## src/rtl/core/dtfb_pkg.sv

```systemverilog
package dtfb_pkg;

   localparam int SCREEN_WIDTH  = 1024;
   localparam int SCREEN_HEIGHT = 768;
   localparam int PIXEL_COUNT   = SCREEN_WIDTH * SCREEN_HEIGHT;
   localparam int ADDR_W        = $clog2(PIXEL_COUNT);
   localparam int COORD_W       = 12;

   localparam int QUEUE_DEPTH   = 2;
   localparam int QUEUE_PTR_W   = $clog2(QUEUE_DEPTH);
   localparam int QUEUE_CNT_W   = $clog2(QUEUE_DEPTH + 1);

   localparam logic [31:0] DEPTH_FAR   = 32'h7FFF_FFFF;
   localparam logic [7:0]  ALPHA_FULL  = 8'hFF;
   localparam logic [7:0]  CLEAR_RESET = 8'd30;

   localparam logic [1:0] CSR_RED   = 2'd0;
   localparam logic [1:0] CSR_GREEN = 2'd1;
   localparam logic [1:0] CSR_BLUE  = 2'd2;

   typedef enum logic [1:0] {
      CMD_CLEAR = 2'd0,
      CMD_DRAW  = 2'd1,
      CMD_READ  = 2'd2,
      CMD_NONE  = 2'd3
   } cmd_type;

   typedef enum logic [1:0] {
      ST_OK   = 2'd0,
      ST_OFF  = 2'd1,
      ST_FAIL = 2'd2
   } status_type;

   typedef enum logic [1:0] {
      BK_IDLE  = 2'd0,
      BK_CLEAR = 2'd1,
      BK_LOOK  = 2'd2
   } back_state_type;

   typedef struct packed {
      cmd_type            cmd;
      logic               on_screen;
      logic [ADDR_W-1:0]  addr;
      logic signed [31:0] depth;
      logic [31:0]        colour;
   } item_type;

   typedef struct packed {
      logic [7:0] red;
      logic [7:0] green;
      logic [7:0] blue;
   } clear_colour_type;

endpackage

```

## src/rtl/core/dtfb_front.sv

```systemverilog
module dtfb_front (
   input  logic                                  req_valid,
   output logic                                  req_stall,
   input  logic [1:0]                            req_cmd,
   input  logic signed [dtfb_pkg::COORD_W-1:0]   req_pos_x,
   input  logic signed [dtfb_pkg::COORD_W-1:0]   req_pos_y,
   input  logic signed [31:0]                    req_new_depth,
   input  logic [7:0]                            req_in_red,
   input  logic [7:0]                            req_in_green,
   input  logic [7:0]                            req_in_blue,
   input  logic [7:0]                            req_in_alpha,
   input  logic                                  q_full,
   output logic                                  q_push,
   output dtfb_pkg::item_type                    q_item
);

   logic on_x;
   logic on_y;
   logic [31:0] lin_addr;

   always_comb begin
      on_x = !req_pos_x[dtfb_pkg::COORD_W-1]
             && (int'(req_pos_x) < dtfb_pkg::SCREEN_WIDTH);
      on_y = !req_pos_y[dtfb_pkg::COORD_W-1]
             && (int'(req_pos_y) < dtfb_pkg::SCREEN_HEIGHT);
      // row times width plus column, only meaningful on screen
      lin_addr = 32'(req_pos_y[dtfb_pkg::COORD_W-2:0]) * 32'(dtfb_pkg::SCREEN_WIDTH)
                 + 32'(req_pos_x[dtfb_pkg::COORD_W-2:0]);

      q_item.cmd       = dtfb_pkg::cmd_type'(req_cmd);
      q_item.on_screen = on_x && on_y;
      q_item.addr      = lin_addr[dtfb_pkg::ADDR_W-1:0];
      q_item.depth     = req_new_depth;
      q_item.colour    = {req_in_red, req_in_green, req_in_blue, req_in_alpha};

      req_stall = q_full;
      q_push    = req_valid && !q_full;
   end

endmodule

```

## config.mk

```make
export PLATFORM = sky130hd
export DESIGN_NAME = dtfb_front
export DESIGN_NICKNAME = d
export VERILOG_FILES = /design/src/rtl/core/dtfb_pkg.sv /design/src/rtl/core/dtfb_front.sv
export SDC_FILE = /design/constraint.sdc
export NUM_CORES = 1
export LEC_CHECK = 0
export ABC_AREA = 1
export BUFFER_PORTS_ARGS = -buffer_cell sky130_fd_sc_hd__buf_2
export CAP_MARGIN = 20
export CORE_AREA = 4 4 68 70
export DETAILED_ROUTE_END_ITERATION = 8
export DIE_AREA = 0 0 72 74
export PLACE_DENSITY = 0.74
export SETUP_SLACK_MARGIN = 0.5
export SYNTH_ARGS = -nofsm -noshare
export SYNTH_HDL_FRONTEND = slang
export SYNTH_SLANG_ARGS = --single-unit
export TNS_END_PERCENT = 50
```

## constraint.sdc

```tcl
create_clock -name vclk -period 1.9
set_clock_uncertainty 0.15 [all_clocks]
set_input_delay 0.19 -clock vclk [all_inputs]
set_output_delay 0.19 -clock vclk [all_outputs]
set_load 0.01 [all_outputs]
```

==> results by group <==
Outcome
  – Outcome: completed

Synth
  – Area contributors post-synth: buf_4, nand2_1, inv_1
  – Synth area leader: buf_4
  – Post-synthesis sequential area ratio: 0
  – Post-Syn Nets: between 200 and 250
  – Synth warn: 0
  – Post-synth top cells: buf_4, nand2_1, inv_1
  – Most common cell in the netlist: buf_4
  – Yosys top cell area share: 0.701
  – Post-synthesis instance area: 825 sq um
  – Cells after Synth: 124
  – Avg Inst Size Synth: 6.65 sq um
  – Yosys cell types: 12

STA
  – Rel. slew slack: 0.911
  – Fin. Hold Viols: 0
  – Worst Tran Pin Value: about 0.13 ns
  – Slew Limit Fails: 0
  – Fmax: 719 MHz
  – RSZ-0062 raised after global routing: true
  – WHS: 0.230 ns
  – Post-layout min period: 1.39 ns
  – Setup TNS: 0 ns
  – Setup Viol. Count Final: 0
  – Final Cycle Share: 0.732

Pwr
  – Register share of total power: 0
  – Power share of the clock group: 0
  – Pleak: roughly 0.00027 uW
  – Comb pwr share: 1.000
  – Switching share of power: 0.529
  – Worst VDD drop: between 0.02 and 0.03 mV
  – Total power: 92.6 uW
  – Sw Pwr: between 40 and 50 uW
  – Total power divided by cell area: approximately 180 mW/mm^2
  – P_int: roughly 44 uW

Place
  – Placed Area: 454 sq um
  – Port Buffers: 29
  – GP Congestion: roughly 0.75
  – Hpwl dp: 1700 um

GRT
  – Total Routing Usage GR: 0.0665
  – Vias in the first global route: about 510
  – First-pass GRT wire length: between 2000 and 3000 um
  – Initial antenna violation count: 0
  – Global route total overflow: 0
  – Largest net degree at the start of global routing: 6

Cells and area
  – Flip-flop and latch count: 0
  – # fillers: 477
  – Fin area: between 500 and 600 sq um
  – Register area: 0 sq um
  – Layout cells sized above 1: 0.474
  – Multi-input gate area: between 200 and 250 sq um
  – CLK BUF: 0
  – Diodes inserted: 0
  – Net count, final: around 170
  – P&R area growth vs syn: -37.2%

Floorplan
  – DIE AREA: around 0.0053 sq mm
  – Initial Util: 0.208
  – # IOs: roughly 180
  – Cell row count: 23
  – Die H: approximately 74 um
  – Die width: 72 um
  – Core area: just under 0.004 sq mm

Flow run
  – Max-cap viol count: 0

Setup path
  – Crit. path cell count: 9
  – Worst setup SP type: input pin
  – WP data arrival: ~1.1 ns
  – Worst path top cell family by delay: simple AND/OR/NAND/NOR gates
  – CP required: between 1.5 and 2 ns
  – CP Cell Sequence: buf_6 > ha_4 > ha_4 > nand3_4 > nor2_4 > nand2_1 > nand2_1 > nand2_1 > buf_2
  – Buf/Inv on CP: 2
  – CP peak stage delay: 0.14 ns
  – Crit-path slowest cell: ha_4
  – CP Capture Type: output pin
  – Most frequent cell on the critical path: nand2_1
  – Crit Path Class: in -> out
  – Critical path origin: req_pos_y[0]
  – CP Capture Point: q_item[82]
  – Crit Path Max Fanout: 4

Routing
  – DRC viols: 0
  – Number of iterations in the first detailed-routing pass: 2
  – Iter 0 DRT Violations: 4
  – Wirelength per Cell: approximately 15 um
  – Post-route ant nets: 0
  – Vias per cell: ~3.9
  – DRT Wirelength: just under 2000 um
  – Via count: 498

Clocking
  – Hold buffer count at CTS: 0

Hold path
  – Hold Crit Class: in -> out
[cell usage in the layout, fill, tap and decap left out, drive strengths merged]
cell,instances
xor2,2
nor3,1
buf,31
ha,2
nand3,7
nor2,6
o21ai,2
inv,8
xnor2,1
nand2,18
[metal layers]
metal / track usage / part of all wire
met5: 0 / 0
met4: 0.123 / 0.18
met3: 0.0459 / 0.20
met2: 0.0745 / 0.35
met1: 0.0564 / 0.27
[power by group through the flow]
stage                     Sequential (uW)  Clock (uW)  Combinational [uW]
after floorplan                         0           0                 203
after global placement                  0           0                80.8
after detailed placement                0           0                82.1
after CTS                               0           0                92.7
after global routing                    0           0                 105
final                                   0           0                92.6
[cell families after synthesis]
| group | after synthesis | synth area share |
|---|---|---|
| buf+inv | 85 | 0.737 |
| simple gates | 32 | 0.188 |
| xor+xnor | 3 | 0.0319 |
| compound gates | 2 | 0.0121 |
| fa+ha+maj | 2 | 0.0303 |
[worst min path at each step]
stage,from,endpoint,slack (ns),cells past startpoint
after CTS,req_in_green[0],q_item[16],0.23,0
after global placement,req_in_green[0],q_item[16],0.23,0
final,req_in_alpha[4],q_item[4],0.23,0
after detailed placement,req_in_green[0],q_item[16],0.23,0
after global routing,req_in_green[5],q_item[21],0.23,0
after floorplan,q_full,q_push,0.28,1
[area by class of cell]
cell class	instances	area share
Inverter	8	0.0580
Tap cell	50	0.121
Timing Repair Buffer	31	0.341
Multi-Input combinational cell	39	0.481
[metrics by stage]
step | cells | worst slack, ns | util
floorplan | 124 | 0.607 | -
global placement | 126 | 0.361 | 0.114
detailed placement | 126 | 0.319 | 0.114
CTS | 127 | 0.461 | 0.128
global route | 128 | 0.447 | 0.130
finish | 128 | 0.509 | 0.130
[timing repair]
| action | 4_1_cts | 5_1_grt |
|---|---|---|
| gates resized for setup | 7 | 1 |
| setup buffers | 1 | 1 |
| endpoints found under the setup margin | 5 | 4 |
| pin swaps | 3 | 3 |
No activity file was read; power rests on OpenSTA's default activity.
