==> config.mk <==
export PLATFORM = sky130hd
export DESIGN_NAME = dtfb_queue
export DESIGN_NICKNAME = d
export VERILOG_FILES = /design/src/rtl/core/dtfb_pkg.sv /design/src/rtl/core/dtfb_queue.sv
export SDC_FILE = /design/constraint.sdc
export NUM_CORES = 1
export LEC_CHECK = 0
export BUFFER_PORTS_ARGS = -buffer_cell sky130_fd_sc_hd__buf_2
export CORE_AREA = 5 5 115 117
export DETAILED_ROUTE_END_ITERATION = 16
export DIE_AREA = 0 0 120 122
export PLACE_DENSITY = 0.94
export SLEW_MARGIN = 30
export SYNTH_ARGS = -nofsm -noshare
export SYNTH_HDL_FRONTEND = slang
export SYNTH_SLANG_ARGS = --single-unit
==> constraint.sdc <==
create_clock -name clock -period 14.5 [get_ports clock]
set_input_delay 1.45 -clock clock [delete_from_list [all_inputs] [get_ports clock]]
set_output_delay 1.45 -clock clock [all_outputs]
set_load 0.05 [all_outputs]
==> src/rtl/core/dtfb_pkg.sv <==
package dtfb_pkg;

   localparam int SCREEN_WIDTH  = 1024;
   localparam int SCREEN_HEIGHT = 768;
   localparam int PIXEL_COUNT   = SCREEN_WIDTH * SCREEN_HEIGHT;
   localparam int ADDR_W        = $clog2(PIXEL_COUNT);
   localparam int COORD_W       = 12;

   localparam int QUEUE_DEPTH   = 2;
   localparam int QUEUE_PTR_W   = $clog2(QUEUE_DEPTH);
   localparam int QUEUE_CNT_W   = $clog2(QUEUE_DEPTH + 1);

   localparam logic [31:0] DEPTH_FAR   = 32'h7FFF_FFFF;
   localparam logic [7:0]  ALPHA_FULL  = 8'hFF;
   localparam logic [7:0]  CLEAR_RESET = 8'd30;

   localparam logic [1:0] CSR_RED   = 2'd0;
   localparam logic [1:0] CSR_GREEN = 2'd1;
   localparam logic [1:0] CSR_BLUE  = 2'd2;

   typedef enum logic [1:0] {
      CMD_CLEAR = 2'd0,
      CMD_DRAW  = 2'd1,
      CMD_READ  = 2'd2,
      CMD_NONE  = 2'd3
   } cmd_type;

   typedef enum logic [1:0] {
      ST_OK   = 2'd0,
      ST_OFF  = 2'd1,
      ST_FAIL = 2'd2
   } status_type;

   typedef enum logic [1:0] {
      BK_IDLE  = 2'd0,
      BK_CLEAR = 2'd1,
      BK_LOOK  = 2'd2
   } back_state_type;

   typedef struct packed {
      cmd_type            cmd;
      logic               on_screen;
      logic [ADDR_W-1:0]  addr;
      logic signed [31:0] depth;
      logic [31:0]        colour;
   } item_type;

   typedef struct packed {
      logic [7:0] red;
      logic [7:0] green;
      logic [7:0] blue;
   } clear_colour_type;

endpackage

==> src/rtl/core/dtfb_queue.sv <==
module dtfb_queue (
   input  logic               clock,
   input  logic               reset,
   input  logic               push,
   input  dtfb_pkg::item_type push_item,
   output logic               full,
   input  logic               pop,
   output dtfb_pkg::item_type pop_item,
   output logic               empty
);

   dtfb_pkg::item_type entry_ff [dtfb_pkg::QUEUE_DEPTH];
   logic [dtfb_pkg::QUEUE_PTR_W-1:0] wr_ptr_ff, wr_ptr_in;
   logic [dtfb_pkg::QUEUE_PTR_W-1:0] rd_ptr_ff, rd_ptr_in;
   logic [dtfb_pkg::QUEUE_CNT_W-1:0] count_ff, count_in;

   always_comb begin
      full     = (count_ff == dtfb_pkg::QUEUE_CNT_W'(dtfb_pkg::QUEUE_DEPTH));
      empty    = (count_ff == '0);
      pop_item = entry_ff[rd_ptr_ff];

      wr_ptr_in = wr_ptr_ff;
      rd_ptr_in = rd_ptr_ff;
      count_in  = count_ff;
      if (push) begin
         wr_ptr_in = (wr_ptr_ff == dtfb_pkg::QUEUE_PTR_W'(dtfb_pkg::QUEUE_DEPTH - 1))
                     ? '0 : wr_ptr_ff + 1'b1;
      end
      if (pop) begin
         rd_ptr_in = (rd_ptr_ff == dtfb_pkg::QUEUE_PTR_W'(dtfb_pkg::QUEUE_DEPTH - 1))
                     ? '0 : rd_ptr_ff + 1'b1;
      end
      if (push && !pop) begin
         count_in = count_ff + 1'b1;
      end else if (pop && !push) begin
         count_in = count_ff - 1'b1;
      end
   end

   always_ff @(posedge clock) begin
      if (reset) begin
         wr_ptr_ff <= '0;
         rd_ptr_ff <= '0;
         count_ff  <= '0;
      end else begin
         wr_ptr_ff <= wr_ptr_in;
         rd_ptr_ff <= rd_ptr_in;
         count_ff  <= count_in;
      end
   end

   always_ff @(posedge clock) begin
      if (push) begin
         entry_ff[wr_ptr_ff] <= push_item;
      end
   end

endmodule

==> impl_metrics.py <==
metrics = {
    "placement": {
        "portBuffers": 179,
        "place_congestion": 0.7128,
        "dpl.cell_count": 615,
        "placement.setup.worst_slack_ns": 11.35,
        "dp_hpwl_um": 7819,
        "postPlaceCellArea_mm2": 0.007670,
    },
    "critical_path": {
        "criticalPathCategory": "flop to output pin",
        "critical_path.startpoint_type": "flop",
        "endpoint_kind": "output pin",
        "reg2reg_depth": 2,
        "rr_startpoint": "wr_ptr_ff",
        "timing.critical_path.fanout_max": 87,
        "crit_required_ns": 13.05,
        "critical_path_arrival_ns": 2.16,
    },
    "die": {
        "placeable_core_region_mm2": 0.01226,
        "die_width_um": 120,
        "num_io_pins": 180,
        "start_util_pct": 53.86,
        "dieArea_mm2": 0.01464,
        "core.rowCount": 41,
        "fp.dieH_um": 122,
    },
    "yosys": {
        "synthSimpleGateAreaFrac_pct": 0.6631,
        "ys.flop_type": "sky130_fd_sc_hd__edfxtp_1",
        "adder_and_majority_cell_fraction_of_the_synthesized_area_pct": 0.1895,
        "yosys-top-cells-count": "sky130_fd_sc_hd__edfxtp_1, sky130_fd_sc_hd__mux2_2, sky130_fd_sc_hd__mux2_4",
        "synth_enable_flop_cells": 174,
        "muxShareOfSynthArea_pct": 16.54,
        "fraction_of_the_mapped_netlist_area_in_compound_gates_pct": 0.1516,
        "synth.largest_area_cell": "sky130_fd_sc_hd__edfxtp_1",
        "synth_seq_cells": 179,
        "syn_area_mm2": 0.006604,
        "synthDistinctLibCells": 16,
        "main_combinational_cell_family_by_area_after_synthesis": "multiplexers",
        "synth_most_common_cell": "sky130_fd_sc_hd__edfxtp_1",
        "average_size_of_a_mapped_cell_um2": 22.54,
        "synth_area_leaders": "sky130_fd_sc_hd__edfxtp_1, sky130_fd_sc_hd__mux2_2, sky130_fd_sc_hd__mux2_4, sky130_fd_sc_hd__dfxtp_1, sky130_fd_sc_hd__buf_6",
        "yosysSeqAreaShare_pct": 80.64,
        "syn-num-nets": 385,
        "async_flop_share_pct": 0,
        "synthXorXnorAreaFrac_pct": 0.5305,
        "yosysTopAreaCellShare_pct": 79.12,
        "synth_cells": 293,
        "total_of_warnings_raised_by_yosys": 0,
    },
    "final_layout": {
        "multiInputGateArea_mm2": 0.001204,
        "nFillCells": 765,
        "final_cell_count_no_fill": 647,
        "postLayoutCoreUtil_pct": 67.51,
        "final_layout_size_suffix_gt1_share_pct": 60.36,
        "post-route-cell-area_mm2": 0.008277,
        "layout-area-overhead-vs-synth_pct": 25.33,
        "antenna_cells_inserted": 0,
        "ff_latch_area_mm2": 0.005329,
        "finalNetCount": 576,
    },
    "drt": {
        "vias_per_cell": 5.090,
        "route.antenna.remaining_nets": 0,
        "drtPass1Iterations": 4,
        "initialDrtViolationCount": 200,
        "detail_route.drc_violations": 0,
        "route.vias.total": 3293,
        "route.final.wire_length_um": 11770,
        "drt-wirelength-per-cell_um": 18.19,
    },
    "pwr": {
        "irDropWorstVdd_mv": 0.1053,
        "power_density_mw_per_mm2": 155.4,
        "total_leakage_power_nw": 3.181,
        "total_power_mw": 1.286,
    },
    "clock_network": {
        "tritoncts": "built",
        "post_cts_resized": 0,
        "tritoncts.num_buffers": 17,
        "cts-root-buf": "sky130_fd_sc_hd__clkbuf_16",
        "number_of_levels_the_h_tree_was_split_into": 4,
        "clk_path_buf_depth": 2,
        "clk_latency_ns": 0.41,
        "register_clock_pin_slew_on_the_reported_worst_setup_and_hold_paths_ns": 0.06,
        "cts_post_setup_buffers_inserted": 0,
        "cts.hold.buffers_added": 0,
        "tritoncts_num_sinks": 179,
    },
    "status": {
        "status": "finished, final reports clean",
    },
    "grt": {
        "grt_use_total_pct": 16.27,
        "top_usage_layer": "met2",
        "first_pass_grt_wire_length_um": 17950,
        "global_route.usage.met3_pct": 5.153,
        "grt_pass1_vias": 3517,
        "grt_antenna_before_repair": 1,
        "maximum_number_of_pins_on_one_net_before_global_route_repair": 88,
        "globalRoute.totalOverflow": 0,
        "grt.met1_usage_pct": 19.05,
        "use_met2_pct": 28.21,
    },
    "timing": {
        "final-hold-violation-count": 0,
        "final.setup.worst_slack_ns": 10.89,
        "max_clock_freq_ghz": 0.2774,
        "hold-worst-slack_ns": 0.5095,
        "finalSetupViolCount": 0,
        "final.min_clock_period_ns": 3.605,
        "timing.final.crit_share_pct": 24.86,
        "tightestPinTransition_ns": 0.9254,
        "setup_total_negative_slack_ns": 0,
        "slew_violations": 0,
        "rsz_0062_raised_after_global_routing": "false",
        "clock_skew_ns": 0.004939,
        "timing.max_slew.rel_slack_pct": 38.31,
    },
    "hold_path": {
        "tightest_hold_check_type": "flop to flop",
        "worstHoldStart": "count_ff[1]",
        "hold-path-cell-count": 2,
    },
    "flow_run": {
        "max_cap_viol_count": 0,
    },
}
-- kinds of logic after synthesis --
group | after synthesis
AO/OA/AOI/OAI | 2
XOR/XNOR | 4
adder cells (fa/ha/maj) | 1
buffers and inverters | 11
flip-flops | 179
multiplexers | 87
AND/OR/NAND/NOR | 9
-- worst max-delay path: stages (launching register included) --
cell,delay (ns)
sky130_fd_sc_hd__dfxtp_4,0.34
sky130_fd_sc_hd__buf_6,0.64
sky130_fd_sc_hd__mux2_2,0.43
sky130_fd_sc_hd__buf_2,0.22
-- metal layers --
metal	wire, µm	up-vias
met5	13	-
met4	182	2
met3	826	17
met2	6110	128
met1	4634	1607
li1	-	1539
-- worst paths after layout --
check                         end  slack (ns)
setup / recovery     pop_item[78]       10.89
hold / removal        count_ff[1]        0.51
setup reg to reg  entry_ff[1][33]       12.85
hold reg to reg       count_ff[1]        0.51
-- state kept, by name (all words and copies together), names as in the netlist, named ones only --
register   cells
count_ff       2
entry_ff     174
rd_ptr_ff      1
wr_ptr_ff      1
-- where the power goes --
part	internal [mW]	switching [mW]	total, mW
Combinational	0.0635	0.151	0.215
Clock	0.285	0.175	0.460
Sequential	0.604	0.00820	0.612
Total	0.952	0.334	1.29
-- cell usage in the layout (no fill, tap or decap), types with 3 or more instances in the layout --
cell type	synthesis	final
sky130_fd_sc_hd__mux2_2	57	57
sky130_fd_sc_hd__clkbuf_1	0	4
sky130_fd_sc_hd__clkinvlp_4	0	4
sky130_fd_sc_hd__clkbuf_8	0	3
sky130_fd_sc_hd__mux2_4	30	30
sky130_fd_sc_hd__buf_2	5	179
sky130_fd_sc_hd__nor2_1	5	5
sky130_fd_sc_hd__edfxtp_1	174	174
sky130_fd_sc_hd__bufinv_16	0	3
sky130_fd_sc_hd__dfxtp_1	5	4
sky130_fd_sc_hd__clkbuf_16	0	17
-- final cells by class --
class / count / share of cell area, %
multi-input cells: 103 / 14.54
flip-flops and latches: 179 / 64.38
well taps: 150 / 2.268
inverters: 1 / 0.04535
clock inverters: 8 / 1.512
repair buffers: 182 / 11.43
clock buffers: 24 / 5.820
No activity file was read; power rests on OpenSTA's default activity.
